### src/rtl/srfr_pkg.sv
`timescale 1ns / 1ps

package srfr_pkg;

    localparam int FRAME_BUFFER_BYTES = 1024;
    localparam int USABLE_RAW = FRAME_BUFFER_BYTES - 8;
    localparam int USABLE_CAP = (USABLE_RAW > 1024) ? 1024 : USABLE_RAW;

    localparam logic [7:0]  HEAD_BYTE = 8'h40;
    localparam logic [7:0]  TAIL_BYTE = 8'h0D;

    localparam logic [15:0] TIMEOUT_RESET = 16'd200;
    localparam logic [10:0] LIMIT_RESET   = 11'd1004;
    localparam logic [10:0] LIMIT_CAP     = 11'(USABLE_CAP);

    typedef enum logic [1:0] {
        KIND_ARM  = 2'd0,
        KIND_BYTE = 2'd1,
        KIND_TICK = 2'd2,
        KIND_NONE = 2'd3
    } kind_t;

    typedef enum logic [1:0] {
        CFG_TIMEOUT_MS   = 2'd0,
        CFG_LENGTH_LIMIT = 2'd1,
        CFG_SPARE2       = 2'd2,
        CFG_SPARE3       = 2'd3
    } cfg_index_t;

    typedef enum logic [2:0] {
        PH_IDLE    = 3'd0,
        PH_HEAD    = 3'd1,
        PH_HEADER  = 3'd2,
        PH_PAYLOAD = 3'd3,
        PH_SUM     = 3'd4,
        PH_XOR     = 3'd5,
        PH_TAIL    = 3'd6
    } phase_t;

    typedef enum logic [2:0] {
        ST_OK       = 3'd0,
        ST_T_HEAD   = 3'd1,
        ST_T_HEADER = 3'd2,
        ST_T_DATA   = 3'd3,
        ST_LENGTH   = 3'd4,
        ST_TAIL     = 3'd5,
        ST_SUM      = 3'd6,
        ST_XOR      = 3'd7
    } status_t;

endpackage

### src/rtl/serial_reply_frame_receiver.sv
`timescale 1ns / 1ps

// Channel   Ports                          Direction  Contents
// s_        s_valid/s_ready                in         kind, rx_byte
// m_        m_valid/m_ready                out        payload byte or end-of-frame status
// cfg_      cfg_wr_en/cfg_index/cfg_wr_data in        timeout_ms (0), length_limit (1)
//
// One item per cycle while s_ready is high: each item is decoded in the cycle
// it is accepted and its result, if any, lands in the output register on the same edge.
// s_ready is high whenever the output register is empty or being drained, so
// a waiting result stalls the input only while m_ready is low.
// Reset (aresetn low, synchronous) returns to idle with default register values.
module serial_reply_frame_receiver (
    input  logic                     aclk,
    input  logic                     aresetn,
    input  logic                     cfg_wr_en,
    input  logic [1:0]               cfg_index,
    input  logic [15:0]              cfg_wr_data,
    input  logic                     s_valid,
    output logic                     s_ready,
    input  logic [1:0]               s_kind,
    input  logic [7:0]               s_rx_byte,
    output logic                     m_valid,
    input  logic                     m_ready,
    output logic                     m_result_kind,
    output logic [7:0]               m_payload_byte,
    output logic [9:0]               m_byte_index,
    output logic [2:0]               m_frame_status,
    output logic [7:0]               m_command_code,
    output logic [7:0]               m_reader_status,
    output logic [9:0]               m_payload_length,
    output logic                     m_last
);
    import srfr_pkg::*;

    logic [15:0] timeout_ms_reg;
    logic [10:0] length_limit_reg;

    phase_t      phase_reg, phase_next;
    logic [15:0] elapsed_reg, elapsed_next;
    logic [9:0]  count_reg, count_next;
    logic [15:0] length_reg, length_next;
    logic [7:0]  command_reg, command_next;
    logic [7:0]  rstat_reg, rstat_next;
    logic [7:0]  sum_reg, sum_next;
    logic [7:0]  xor_reg, xor_next;
    logic [7:0]  sum_rx_reg, sum_rx_next;
    logic [7:0]  xor_rx_reg, xor_rx_next;

    logic        out_valid_reg, out_valid_next;
    logic        out_kind_reg, out_kind_next;
    logic [7:0]  out_byte_reg, out_byte_next;
    logic [9:0]  out_index_reg, out_index_next;
    status_t     out_status_reg, out_status_next;
    logic [7:0]  out_cmd_reg;
    logic [7:0]  out_rstat_reg;
    logic [9:0]  out_len_reg, out_len_next;
    logic        out_last_reg;

    logic        accept;
    kind_t       kind;
    logic [15:0] elapsed_inc;
    logic        timed_out;
    logic [15:0] length_full;
    logic [10:0] limit;
    logic        length_bad;
    logic [9:0]  count_inc;
    logic        finish;
    status_t     finish_status;

    assign s_ready = !out_valid_reg || m_ready;
    assign accept  = s_valid && s_ready;
    assign kind    = kind_t'(s_kind);

    assign elapsed_inc = (elapsed_reg == 16'hFFFF) ? elapsed_reg : elapsed_reg + 16'd1;
    assign timed_out   = elapsed_inc >= timeout_ms_reg;
    assign length_full = {length_reg[15:8], s_rx_byte};
    assign limit       = (length_limit_reg < LIMIT_CAP) ? length_limit_reg : LIMIT_CAP;
    assign length_bad  = length_full >= {5'd0, limit};
    assign count_inc   = count_reg + 10'd1;

    // phase sequencing and frame end decision
    always_comb begin
        phase_next    = phase_reg;
        finish        = 1'b0;
        finish_status = ST_OK;
        if (accept) begin
            case (kind)
                KIND_ARM: begin
                    phase_next = PH_HEAD;
                end
                KIND_TICK: begin
                    if (phase_reg != PH_IDLE && timed_out) begin
                        finish = 1'b1;
                        case (phase_reg)
                            PH_HEAD:   finish_status = ST_T_HEAD;
                            PH_HEADER: finish_status = ST_T_HEADER;
                            default:   finish_status = ST_T_DATA;
                        endcase
                    end
                end
                KIND_BYTE: begin
                    case (phase_reg)
                        PH_HEAD: begin
                            if (s_rx_byte == HEAD_BYTE) begin
                                phase_next = PH_HEADER;
                            end
                        end
                        PH_HEADER: begin
                            if (count_reg == 10'd3) begin
                                if (length_bad) begin
                                    finish        = 1'b1;
                                    finish_status = ST_LENGTH;
                                end else if (length_full == 16'd0) begin
                                    phase_next = PH_SUM;
                                end else begin
                                    phase_next = PH_PAYLOAD;
                                end
                            end
                        end
                        PH_PAYLOAD: begin
                            if ({6'd0, count_inc} >= length_reg) begin
                                phase_next = PH_SUM;
                            end
                        end
                        PH_SUM: phase_next = PH_XOR;
                        PH_XOR: phase_next = PH_TAIL;
                        PH_TAIL: begin
                            finish = 1'b1;
                            if (s_rx_byte != TAIL_BYTE) begin
                                finish_status = ST_TAIL;
                            end else if (sum_rx_reg != sum_reg) begin
                                finish_status = ST_SUM;
                            end else if (xor_rx_reg != xor_reg) begin
                                finish_status = ST_XOR;
                            end else begin
                                finish_status = ST_OK;
                            end
                        end
                        default: phase_next = phase_reg;
                    endcase
                end
                default: phase_next = phase_reg;
            endcase
            if (finish) begin
                phase_next = PH_IDLE;
            end
        end
    end

    // frame datapath and result fields
    always_comb begin
        elapsed_next   = elapsed_reg;
        count_next     = count_reg;
        length_next    = length_reg;
        command_next   = command_reg;
        rstat_next     = rstat_reg;
        sum_next       = sum_reg;
        xor_next       = xor_reg;
        sum_rx_next    = sum_rx_reg;
        xor_rx_next    = xor_rx_reg;
        out_valid_next = out_valid_reg && !m_ready;
        out_kind_next  = 1'b1;
        out_byte_next  = 8'd0;
        out_index_next = count_reg;
        out_status_next = finish_status;
        if (accept) begin
            case (kind)
                KIND_ARM: begin
                    elapsed_next = 16'd0;
                    count_next   = 10'd0;
                    length_next  = 16'd0;
                    command_next = 8'd0;
                    rstat_next   = 8'd0;
                    sum_next     = 8'd0;
                    xor_next     = 8'd0;
                    sum_rx_next  = 8'd0;
                    xor_rx_next  = 8'd0;
                end
                KIND_TICK: begin
                    if (phase_reg != PH_IDLE) begin
                        elapsed_next = elapsed_inc;
                    end
                end
                KIND_BYTE: begin
                    case (phase_reg)
                        PH_HEAD: begin
                            if (s_rx_byte == HEAD_BYTE) begin
                                sum_next   = HEAD_BYTE;
                                xor_next   = HEAD_BYTE;
                                count_next = 10'd0;
                            end
                        end
                        PH_HEADER: begin
                            sum_next = sum_reg + s_rx_byte;
                            xor_next = xor_reg ^ s_rx_byte;
                            case (count_reg[1:0])
                                2'd0:    command_next = s_rx_byte;
                                2'd1:    rstat_next   = s_rx_byte;
                                2'd2:    length_next  = {s_rx_byte, 8'd0};
                                default: length_next  = length_full;
                            endcase
                            count_next = (count_reg == 10'd3) ? 10'd0 : count_inc;
                        end
                        PH_PAYLOAD: begin
                            sum_next       = sum_reg + s_rx_byte;
                            xor_next       = xor_reg ^ s_rx_byte;
                            count_next     = count_inc;
                            out_valid_next = 1'b1;
                            out_kind_next  = 1'b0;
                            out_byte_next  = s_rx_byte;
                            out_status_next = ST_OK;
                        end
                        PH_SUM:  sum_rx_next = s_rx_byte;
                        PH_XOR:  xor_rx_next = s_rx_byte;
                        default: count_next  = count_reg;
                    endcase
                end
                default: count_next = count_reg;
            endcase
            if (finish) begin
                out_valid_next = 1'b1;
            end
        end
        // a length error clears the header count, so its end result reports 0
        if (finish && kind == KIND_BYTE && phase_reg == PH_HEADER) begin
            out_index_next = 10'd0;
        end
        out_len_next = (length_next > 16'd1023) ? 10'd1023 : length_next[9:0];
    end

    always_ff @(posedge aclk) begin
        if (!aresetn) begin
            timeout_ms_reg   <= TIMEOUT_RESET;
            length_limit_reg <= LIMIT_RESET;
        end else if (cfg_wr_en) begin
            case (cfg_index_t'(cfg_index))
                CFG_TIMEOUT_MS:   timeout_ms_reg   <= cfg_wr_data;
                CFG_LENGTH_LIMIT: length_limit_reg <= cfg_wr_data[10:0];
                default: ;
            endcase
        end
    end

    always_ff @(posedge aclk) begin
        if (!aresetn) begin
            phase_reg     <= PH_IDLE;
            elapsed_reg   <= 16'd0;
            count_reg     <= 10'd0;
            length_reg    <= 16'd0;
            command_reg   <= 8'd0;
            rstat_reg     <= 8'd0;
            sum_reg       <= 8'd0;
            xor_reg       <= 8'd0;
            sum_rx_reg    <= 8'd0;
            xor_rx_reg    <= 8'd0;
            out_valid_reg <= 1'b0;
        end else begin
            phase_reg     <= phase_next;
            elapsed_reg   <= elapsed_next;
            count_reg     <= count_next;
            length_reg    <= length_next;
            command_reg   <= command_next;
            rstat_reg     <= rstat_next;
            sum_reg       <= sum_next;
            xor_reg       <= xor_next;
            sum_rx_reg    <= sum_rx_next;
            xor_rx_reg    <= xor_rx_next;
            out_valid_reg <= out_valid_next;
        end
    end

    // result payload, loaded only when a new result is produced
    always_ff @(posedge aclk) begin
        if (accept && (finish || (kind == KIND_BYTE && phase_reg == PH_PAYLOAD))) begin
            out_kind_reg   <= out_kind_next;
            out_byte_reg   <= out_byte_next;
            out_index_reg  <= out_index_next;
            out_status_reg <= out_status_next;
            out_cmd_reg    <= command_next;
            out_rstat_reg  <= rstat_next;
            out_len_reg    <= out_len_next;
            out_last_reg   <= out_kind_next;
        end
    end

    assign m_valid          = out_valid_reg;
    assign m_result_kind    = out_kind_reg;
    assign m_payload_byte   = out_byte_reg;
    assign m_byte_index     = out_index_reg;
    assign m_frame_status   = out_status_reg;
    assign m_command_code   = out_cmd_reg;
    assign m_reader_status  = out_rstat_reg;
    assign m_payload_length = out_len_reg;
    assign m_last           = out_last_reg;

endmodule

### config.mk
export PLATFORM = sky130hd
export DESIGN_NAME = serial_reply_frame_receiver
export DESIGN_NICKNAME = d
export VERILOG_FILES = /design/src/rtl/srfr_pkg.sv /design/src/rtl/serial_reply_frame_receiver.sv
export SDC_FILE = /design/constraint.sdc
export NUM_CORES = 1
export LEC_CHECK = 0
export BUFFER_PORTS_ARGS = -buffer_cell sky130_fd_sc_hd__buf_2
export CAP_MARGIN = 25
export CORE_MARGIN = 4
export CORE_UTILIZATION = 50
export DETAILED_ROUTE_END_ITERATION = 8
export PLACE_DENSITY = 0.79
export SYNTH_ARGS = -nofsm -noshare
export SYNTH_HDL_FRONTEND = slang
export SYNTH_SLANG_ARGS = --single-unit
### constraint.sdc
create_clock -name aclk -period 4.8 [get_ports aclk]
set_clock_uncertainty 0.15 [all_clocks]
set_input_delay 0.96 -clock aclk [delete_from_list [all_inputs] [get_ports aclk]]
set_output_delay 0.96 -clock aclk [all_outputs]
set_load 0.05 [all_outputs]
Yosys cells after proc, flatten, opt, wreduce, memory -nomap -nowiden. Cells that the tools add are included.

Output and inout bits: 51. Register bits after elaboration: 169. Logic and storage cells: 150. Bits of input ports: 33.

Eq/ne operators: 28. Bitwise operators: 1. Add/subtract/negate cells: 3. Order comparisons: 5. Muxes and demuxes: 62. Reduce and logical (&&, ||, !) cells: 31.

Operators by type and width (number): 8-bit one-hot mux with 2 select lines (8); 16-bit one-hot mux with 2 select lines (3); 8-bit two-way mux (9); 16-bit two-way mux (4); 3-bit two-way mux (15); 10-bit one-hot mux with 3 select lines (1); 10-bit two-way mux (2); 10-bit one-hot mux with 2 select lines (1); 3-bit one-hot mux with 2 select lines (3); 16-bit by 1-bit adder with 16-bit output (second input constant) (1); 16-bit == test (second input constant) (1); 10-bit by 16-bit greater-or-equal comparator with 1-bit output (1); 16-bit by 11-bit greater-or-equal comparator with 1-bit output (1); 16-bit greater-or-equal comparator (1); 16-bit by 10-bit > comparator with 1-bit output (second input constant) (1); 16-bit logical NOT (1); 4-bit inequality test (second input constant) (4); 8-bit inequality test (2); 3-bit one-hot mux with 5 select lines (1); 3-bit AND reduction (4); 11-bit by 10-bit less-than comparator with 1-bit output (second input constant) (1); 11-bit two-way mux (1); 10-bit by 1-bit adder with 10-bit output (second input constant) (1); 10-bit by 2-bit == test with 1-bit output (second input constant) (1); other kinds (29) (62).

Logic depth before layout (Yosys ltp). Gate-level depths: netlist (run 1).

Depth after elaboration: 11. Mapped depth: 17. Gate-level depth less buffers: 16.

Least setup slack after synthesis (run 1). No wires, ideal clock.

Path kind: register to register. Start point: register elapsed_reg[3]. End point: register out_index_reg[0] (netlist: m_byte_index[0]) (enable). Path buffers: 2. Setup time: 0.584 ns. Cell stages (with the launch flop): 16. Slack: 0.168 ns. Arrival time: 3.898 ns. Clock period less this slack: 4.632 ns. Data required time: 4.066 ns. Cell sequence: dfxtp_1 buf_2 and4_1 and4_1 buf_2 nand4_2 and2_1 and3_1 xor2_1 ha_1 o2111ai_1 a211o_1 a41oi_1 o21a_1 o311ai_4 nand2_1.

Longest elaborated chain between the ends: 10. Elaborated cells between the ends (all ways): 11. Classes of those cells: add/sub (1); order compare (1); eq/ne (1); mux (5); reduce/logical (3).

Ends and longest elaborated chain: start: declaration (RTL line serial_reply_frame_receiver.sv:40) `logic [15:0] elapsed_reg, elapsed_next;`; start signal: assignment (RTL line serial_reply_frame_receiver.sv:260) `elapsed_reg <= elapsed_next;`; 16-bit by 1-bit adder with 16-bit output / 16-bit == test (equally long branches) (RTL line serial_reply_frame_receiver.sv:75) `assign elapsed_inc = (elapsed_reg == 16'hFFFF) ? elapsed_reg : elapsed_reg + 16'd1;`; 16-bit two-way mux * (RTL line serial_reply_frame_receiver.sv:75); 16-bit greater-or-equal comparator * (RTL line serial_reply_frame_receiver.sv:76) `assign timed_out = elapsed_inc >= timeout_ms_reg;`; 1-bit logical AND * (RTL line serial_reply_frame_receiver.sv:93) `if (phase_reg != PH_IDLE && timed_out) begin`; 1-bit two-way mux * (RTL line serial_reply_frame_receiver.sv:93); 1-bit one-hot mux with 2 select lines * (RTL line serial_reply_frame_receiver.sv:88) `case (kind)`; 1-bit two-way mux * (2 in series) (RTL line serial_reply_frame_receiver.sv:87) `if (accept) begin`; 1-bit logical OR * (RTL line serial_reply_frame_receiver.sv:275) `if (accept && (finish || (kind == KIND_BYTE && phase_reg == PH_PAYLOAD))) begin`; 1-bit logical AND * (RTL line serial_reply_frame_receiver.sv:275); end signal: assignment (RTL line serial_reply_frame_receiver.sv:278) `out_index_reg <= out_index_next;`; end: declaration (RTL line serial_reply_frame_receiver.sv:53) `logic [9:0] out_index_reg, out_index_next;`.

Every way passes the cells marked *; elsewhere a longest branch is shown, timed or not. The select of a mux whose other input is x is not followed. A chain may end at the register's enable or synchronous reset.

Final worst setup path (run 1).
Start point: register elapsed_reg[3]. End point: register out_last_reg (netlist: m_last) (enable).

Longest elaborated chain between the ends: 10. Elaborated cells between the ends (all ways): 11. Classes of those cells: add/sub (1); order compare (1); eq/ne (1); mux (5); reduce/logical (3).

Ends and longest elaborated chain: 16-bit by 1-bit adder with 16-bit output / 16-bit == test (equally long branches) (RTL line serial_reply_frame_receiver.sv:75); 16-bit two-way mux * (RTL line serial_reply_frame_receiver.sv:75); 16-bit greater-or-equal comparator * (RTL line serial_reply_frame_receiver.sv:76); 1-bit logical AND * (RTL line serial_reply_frame_receiver.sv:93); 1-bit two-way mux * (RTL line serial_reply_frame_receiver.sv:93); 1-bit one-hot mux with 2 select lines * (RTL line serial_reply_frame_receiver.sv:88); 1-bit two-way mux * (2 in series) (RTL line serial_reply_frame_receiver.sv:87); 1-bit logical OR * (RTL line serial_reply_frame_receiver.sv:275); 1-bit logical AND * (RTL line serial_reply_frame_receiver.sv:275); end signal: assignment (RTL line serial_reply_frame_receiver.sv:283) `out_last_reg <= out_kind_next;`; end: declaration (RTL line serial_reply_frame_receiver.sv:58) `logic out_last_reg;`.

Marks and branches as above.

==> out/results.txt, run 1 <==
Outcome -> finished, final reports clean
Die Wd -> 140 um
Sequential element share of the synthesized area -> 44.6%
Maximum cell stage delay along the critical path -> 0.45 ns
Mean instance size in the synthesized netlist -> 9.09 sq um
I/O pin cnt -> 84
Hold-fix buffer count after cts -> 0
Met1 track utilization from global routing -> 29.3%
Share of async-settable or async-resettable flops after synthesis -> 0%
Aggregate routed wire length -> 21.2 mm
Critical path type -> flip-flop to flip-flop
Static leakage -> 4.24 nW
Core outline area -> 16800 sq um
Number of global-route vias before repair -> 6816
Number of nets in the final layout -> 1108
Wire length of the first global-routing pass -> 34.8 mm
Number of detailed-routing iterations run before antenna repair -> 6
Met2 usage -> 36.0%
Internal power consumption -> 2.39 mW
Worst-case vdd ir drop -> 0.247 mV
Count leader, synth -> sky130_fd_sc_hd__dfxtp_1
Utilization after layout -> 59.1%
Unrepaired setup endpoints after global routing -> no
Part of the power in combinational logic -> 6.3%
Most used standard cells in the synthesized netlist -> sky130_fd_sc_hd__dfxtp_1 (121), sky130_fd_sc_hd__nand2_1 (112), sky130_fd_sc_hd__nor2_1 (108)
Period utilization -> 92.2%
Post-synth net total -> 1042
Number of instances in the placed design -> 1220
Required @ worst endpoint -> 4.82 ns
Deepest clock path buffer count -> 2
Type of element capturing the critical path -> flip-flop
TritonCTS Sinks -> 169
Master of the slowest instance on the critical path -> sky130_fd_sc_hd__dfxtp_1
Worst path cell trace -> and4_1 > and4_1 > nand4_2 > and2_1 > nand2_1 > xnor2_1 > ha_1 > a211oi_1 > nand2_1 > o2111ai_1 > a41oi_1 > o21a_1 > o311ai_4 > nand2_2 > buf_12
Drt first-iter violations -> 700
Cell Area, Synth -> 8670 sq um
Most used DFF post-synth -> sky130_fd_sc_hd__dfxtp_1
Maximum number of pins on one net before global-route repair -> 49
Final std cells w/o fill -> 1253
Routed wire per std cell -> 16.9 um
TritonCTS Buffers -> 17
Total setup violations reported at the end of the flow -> 0
Max-cap viol count -> 0
Gate count of the mapped netlist -> 954
Synth area leader -> sky130_fd_sc_hd__dfxtp_1
Switching Share -> 23.4%
Synth Register Bits -> 169
Antenna violation net count after detailed routing -> 0
Diodes inserted -> 0
Grt met3 use -> 4.32%
Detailed-route DRC error count -> 0
Data arrival time of the worst path -> 4.45 ns
Hold crit path type -> flip-flop to flip-flop
Startpoint type of the worst setup path -> flip-flop
Count of flip-flops with a built-in enable after synthesis -> 48
Setup TNS -> 0 ns
Category of cells accounting for the largest share of critical-path delay -> simple AND/OR/NAND/NOR gates
Bufs and invs on worst path -> 1
Total of buffers placed on input and output ports -> 83
Count of pins over their slew limit -> 0
Total half-perimeter wirelength after legalization and detailed placement -> 15.2 mm
Via density -> 5.74
Clock transition at path regs -> 0.06 ns
Overall overflow remaining after global route -> 0
Clock latency on the worst-skew pair -> 0.43 ns
Post-cts repair resize count -> 0
Switch Pwr -> 0.732 mW
F_max -> 226 MHz
Normalized max-slew margin -> 31.5%
Worst-Margin Slew -> 1.02 ns
Fraction of final layout cells with drive strength greater than 1 -> 13.7%
Final Hold Violating Endpoints -> 0
Power per Cell Area -> 315 nW/um^2
Share of total power in the clock network -> 46.2%
Initial antenna violation count -> 0
Count of cell types in the netlist -> 66
Area Overhead vs Synth -> 14.2%
GRT Overall Usage -> 21.9%
Die Footprint -> 19500 sq um
CTS Root Buffer Type -> sky130_fd_sc_hd__clkbuf_16
Overall via count from detail_route -> 7192
Max H-tree Level -> 4
Initial core utilization -> 51.7%
Routability-driven placement congestion ratio -> 0.948
Busiest layer in global routing -> met2
Fraction of post-synthesis cell area in the top cell type by area -> 27.9%
Share of power burned in registers -> 47.5%
Synth Warn # -> 0
Most area-consuming cells after synthesis -> sky130_fd_sc_hd__dfxtp_1 (28%), sky130_fd_sc_hd__edfxtp_1 (17%), sky130_fd_sc_hd__ha_1 (7.8%)
Maximum fanout encountered on the critical timing path -> 39
Die extent in y -> 140 um
Setup repair bufs after CTS -> 0
Row cnt -> 47
CTS tree -> done
Time the final worst path needs with I/O delays and setup -> 4.42 ns
==> logic make-up (layout without fill, tap and decap cells) <==
logic type      count (synthesis)  in the layout  synth area share, %
buf+inv                        86            165                 3.87
flops                         169            169                 44.6
other cells                     1              1               0.0432
simple gates                  372            372                 20.8
xor+xnor                       40             40                 4.04
compound gates                213            213                 16.6
fa+ha+maj                      55             55                 8.02
mux                            18             18                 2.09
==> cells in the final DEF, fill, tap and decap left out, types with 4 or more instances in the layout <==
master	synthesis	layout
sky130_fd_sc_hd__nand4_1	9	9
sky130_fd_sc_hd__dfxtp_1	121	121
sky130_fd_sc_hd__a21oi_1	65	65
sky130_fd_sc_hd__nand2_1	112	111
sky130_fd_sc_hd__nand2b_1	9	9
sky130_fd_sc_hd__nand3_1	20	20
sky130_fd_sc_hd__a211oi_1	4	4
sky130_fd_sc_hd__mux2i_1	17	17
sky130_fd_sc_hd__xnor2_1	19	19
sky130_fd_sc_hd__a22oi_1	19	19
sky130_fd_sc_hd__a32oi_1	4	4
sky130_fd_sc_hd__and3_1	17	17
sky130_fd_sc_hd__nor2_1	108	108
sky130_fd_sc_hd__nor4_1	4	4
sky130_fd_sc_hd__buf_4	1	6
sky130_fd_sc_hd__ha_1	54	54
sky130_fd_sc_hd__inv_1	41	41
sky130_fd_sc_hd__a21o_1	5	5
sky130_fd_sc_hd__o21ai_0	38	38
sky130_fd_sc_hd__nand3b_1	7	7
sky130_fd_sc_hd__clkbuf_16	0	20
sky130_fd_sc_hd__o31ai_1	4	4
sky130_fd_sc_hd__o22ai_1	4	4
sky130_fd_sc_hd__and4_1	4	4
sky130_fd_sc_hd__xor2_1	21	21
sky130_fd_sc_hd__inv_6	0	6
sky130_fd_sc_hd__nor3_1	14	14
sky130_fd_sc_hd__a22o_1	29	29
sky130_fd_sc_hd__a31oi_1	6	6
sky130_fd_sc_hd__edfxtp_1	48	48
sky130_fd_sc_hd__o211ai_1	6	6
sky130_fd_sc_hd__nor2b_1	12	12
sky130_fd_sc_hd__and2_1	35	35
sky130_fd_sc_hd__o21a_1	5	5
sky130_fd_sc_hd__buf_2	7	83
==> worst register-to-register path: stages, from the launching register on <==
cell                        delay, ns
sky130_fd_sc_hd__dfxtp_1         0.45
sky130_fd_sc_hd__and4_1          0.28
sky130_fd_sc_hd__and4_1          0.30
sky130_fd_sc_hd__nand4_2         0.29
sky130_fd_sc_hd__and2_1          0.33
sky130_fd_sc_hd__nand2_1         0.13
sky130_fd_sc_hd__xnor2_1         0.08
sky130_fd_sc_hd__ha_1            0.20
sky130_fd_sc_hd__a211oi_1        0.24
sky130_fd_sc_hd__nand2_1         0.08
sky130_fd_sc_hd__o2111ai_1       0.22
sky130_fd_sc_hd__a41oi_1         0.15
sky130_fd_sc_hd__o21a_1          0.27
sky130_fd_sc_hd__o311ai_4        0.43
sky130_fd_sc_hd__nand2_2         0.29
sky130_fd_sc_hd__buf_12          0.28
==> area by class of cell <==
type	count	area [sq um]
clock inverters	9	105
inverters	42	158
well taps	220	275
clock buffers	23	532
fillers	1452	6850
repair buffers	91	492
multi-input cells	699	4480
flip-flops and latches	169	3860
==> final timing paths <==
| check | from | end | slack (ns) | cells after the start |
|---|---|---|---|---|
| hold reg to reg | timeout_ms_reg[11] | timeout_ms_reg[11] | 0.31 | 2 |
| setup reg to reg | elapsed_reg[3] | m_last | 0.38 | 15 |
| hold / removal | timeout_ms_reg[11] | timeout_ms_reg[11] | 0.31 | 2 |
| setup / recovery | elapsed_reg[3] | m_last | 0.38 | 15 |
==> power by group through the flow <==
stage | combinational (mW) | clock [mW] | sequential [mW]
final | 0.195 | 1.44 | 1.48
after floorplan | 0.130 | 0 | 1.51
after CTS | 0.192 | 1.46 | 1.48
after global placement | 0.186 | 0 | 1.52
after global routing | 0.216 | 1.52 | 1.49
after detailed placement | 0.190 | 0 | 1.52
==> routing by layer <==
| metal | share of wire [%] | vias to the layer above |
|---|---|---|
| met1 | 43 | 3356 |
| li1 | - | 3522 |
| met4 | 1.9 | 0 |
| met5 | 0 | - |
| met2 | 48 | 272 |
| met3 | 7.1 | 42 |
==> metrics by stage <==
stage,setup slack [ns],instance area [sq um],total power [mW],hold WS (ns)
2_1_floorplan,0.168,8670,1.64,0.282
3_3_place_gp,0.526,9260,1.70,0.293
3_5_place_dp,0.435,9260,1.71,0.295
4_1_cts,0.421,9890,3.14,0.305
5_1_grt,0.0462,9910,3.22,0.326
6_report,0.376,9910,3.12,0.306
Power figures use the tool's default switching activity.
==> run 2, diff against run 1 <==
- CAP_MARGIN: 25 -> not set
- CTS_BUF_LIST: not set -> sky130_fd_sc_hd__clkbuf_2
- SKIP_LAST_GASP: not set -> 1
==> run 2 against run 1 <==
  * First-iteration DRC count is 0.14% higher
  * Sequential share of layout area is 1.4 points higher
  * Final cell count stayed put
  * Worst hold slack worse by 0.073 ns
  * Largest power group unchanged
  * Largest cell class unchanged
  * Clock-buffer cell count is 5 lower
  * Worst setup slack worse by 0.0083 ns
  * Sequential power hardly changed
  * Wire length is 1.2% lower
  * Core utilization is 2.1 points lower
  * Critical endpoint unchanged
  * Die area stayed put
  * Via count is 0.11% lower
  * Design area is 3.6% lower
==> out/results.txt, run 2 (synthesis results as in run 1) <==
Outcome -> finished, final reports clean
Die extent in y -> 140 um
Hold crit path type -> input port to flip-flop
Area Overhead vs Synth -> 10.2%
Total half-perimeter wirelength after legalization and detailed placement -> 15.2 mm
Required @ worst endpoint -> 5.20 ns
CTS tree -> done
GRT Overall Usage -> 21.4%
FF-to-FF path depth -> 15
Data arrival time of the worst path -> 4.83 ns
Aggregate routed wire length -> 21.0 mm
Row cnt -> 47
Utilization after layout -> 57.0%
Maximum number of pins on one net before global-route repair -> 49
Startpoint type of the worst setup path -> flip-flop
Cell count of the worst hold path -> 3
Antenna violation net count after detailed routing -> 0
Routed wire per std cell -> 16.7 um
Worst-Margin Slew -> 1.06 ns
Detailed-route DRC error count -> 0
Post-cts repair resize count -> 0
Drt first-iter violations -> 701
TritonCTS Sinks -> 169
Normalized max-slew margin -> 28.8%
Initial antenna violation count -> 1
Core outline area -> 16800 sq um
Power per Cell Area -> 270 nW/um^2
Setup TNS -> 0 ns
Die Footprint -> 19500 sq um
Number of nets in the final layout -> 1107
Period utilization -> 92.3%
Die Wd -> 140 um
Number of detailed-routing iterations run before antenna repair -> 7
Static leakage -> 4.10 nW
Fraction of final layout cells with drive strength greater than 1 -> 13.8%
CTS Root Buffer Type -> sky130_fd_sc_hd__clkbuf_2
Power consumption -> 2.57 mW
Commonest cells after routing, fill and taps aside -> sky130_fd_sc_hd__dfxtp_1 (121), sky130_fd_sc_hd__nand2_1 (111), sky130_fd_sc_hd__nor2_1 (108)
Max H-tree Level -> 4
TritonCTS Buffers -> 17
Final hold slack -> 0.233 ns
I/O pin cnt -> 84
Deepest clock path buffer count -> 2
Via density -> 5.73
Worst-case vdd ir drop -> 0.129 mV
Total setup violations reported at the end of the flow -> 0
Type of element capturing the critical path -> flip-flop
Setup repair bufs after CTS -> 0
Hold-fix buffer count after cts -> 0
Clock transition at path regs -> 0.23 ns
Wire length of the first global-routing pass -> 34.1 mm
Maximum fanout encountered on the critical timing path -> 39
Count of pins over their slew limit -> 0
Routability-driven placement congestion ratio -> 0.948
Max-cap viol count -> 0
Clock latency on the worst-skew pair -> 0.80 ns
Total of buffers placed on input and output ports -> 83
Number of global-route vias before repair -> 6672
Unrepaired setup endpoints after global routing -> no
Time the final worst path needs with I/O delays and setup -> 4.43 ns
Initial core utilization -> 51.7%
Leading cell type in the layout, fill and taps excluded -> sky130_fd_sc_hd__dfxtp_1
Final Hold Violating Endpoints -> 0
Overall overflow remaining after global route -> 0
Critical path type -> flip-flop to flip-flop
Slack of the critical path -> 0.368 ns
Overall via count from detail_route -> 7184
F_max -> 226 MHz
Worst slack at placement -> 0.435 ns
## run 2: cell count changes in the layout (fill, tap and decap cells not counted), sizes merged
cell,delta
buf,-1
bufinv,+3
inv,+2
clkbuf,-5
diode,+1
## run 2: worst max-delay path: stages, from the launching register on
cell and delay (ns):
sky130_fd_sc_hd__dfxtp_1 0.49, sky130_fd_sc_hd__and4_1 0.27, sky130_fd_sc_hd__and4_1 0.30, sky130_fd_sc_hd__nand4_2 0.28, sky130_fd_sc_hd__and2_1 0.32, sky130_fd_sc_hd__nand2_1 0.13, sky130_fd_sc_hd__xnor2_1 0.08, sky130_fd_sc_hd__ha_1 0.19
sky130_fd_sc_hd__a211oi_1 0.23, sky130_fd_sc_hd__nand2_1 0.08, sky130_fd_sc_hd__o2111ai_1 0.24, sky130_fd_sc_hd__a41oi_1 0.15, sky130_fd_sc_hd__o21a_1 0.27, sky130_fd_sc_hd__o311ai_4 0.44, sky130_fd_sc_hd__nand2_2 0.29, sky130_fd_sc_hd__buf_12 0.27
## run 2: final timing paths
check	from	end	slack (ns)
max	elapsed_reg[3]	m_last	0.37
min	cfg_wr_data[12]	timeout_ms_reg[12]	0.23
max reg2reg	elapsed_reg[3]	m_last	0.37
min reg2reg	timeout_ms_reg[11]	timeout_ms_reg[11]	0.32
## run 2: cell type report
| type | instances | area (sq um) |
|---|---|---|
| sequential | 169 | 3860 |
| antenna | 1 | 2.50 |
| tap | 220 | 275 |
| multi-input combinational | 699 | 4480 |
| timing repair buffer | 90 | 480 |
| fill | 1519 | 7210 |
| clock buffer | 18 | 90.1 |
| clock inverter | 14 | 203 |
| inverter | 42 | 158 |
## run 2: metal layers
metal / part of all wire, % / GRT usage [%] / wire [um] / up-vias
li1: - / - / - / 3508
met1: 44 / 29.0 / 9310 / 3383
met3: 6.4 / 4.22 / 1350 / 35
met2: 48 / 35.4 / 9990 / 258
met4: 1.6 / 5.66 / 329 / 0
met5: 0 / 0 / 0 / -
## run 2: where the power goes
group          internal (mW)  leakage, nW  switching [mW]
logic                 0.0647         2.44           0.129
registers               1.48         1.48          0.0126
clock network          0.361        0.179           0.532
## run 2: stage by stage
step / std cells / instance area, sq um
floorplan: 954 / 8670
finish: 1253 / 9550
global route: 1253 / 9550
CTS: 1252 / 9550
detailed placement: 1220 / 9260
global placement: 1220 / 9260
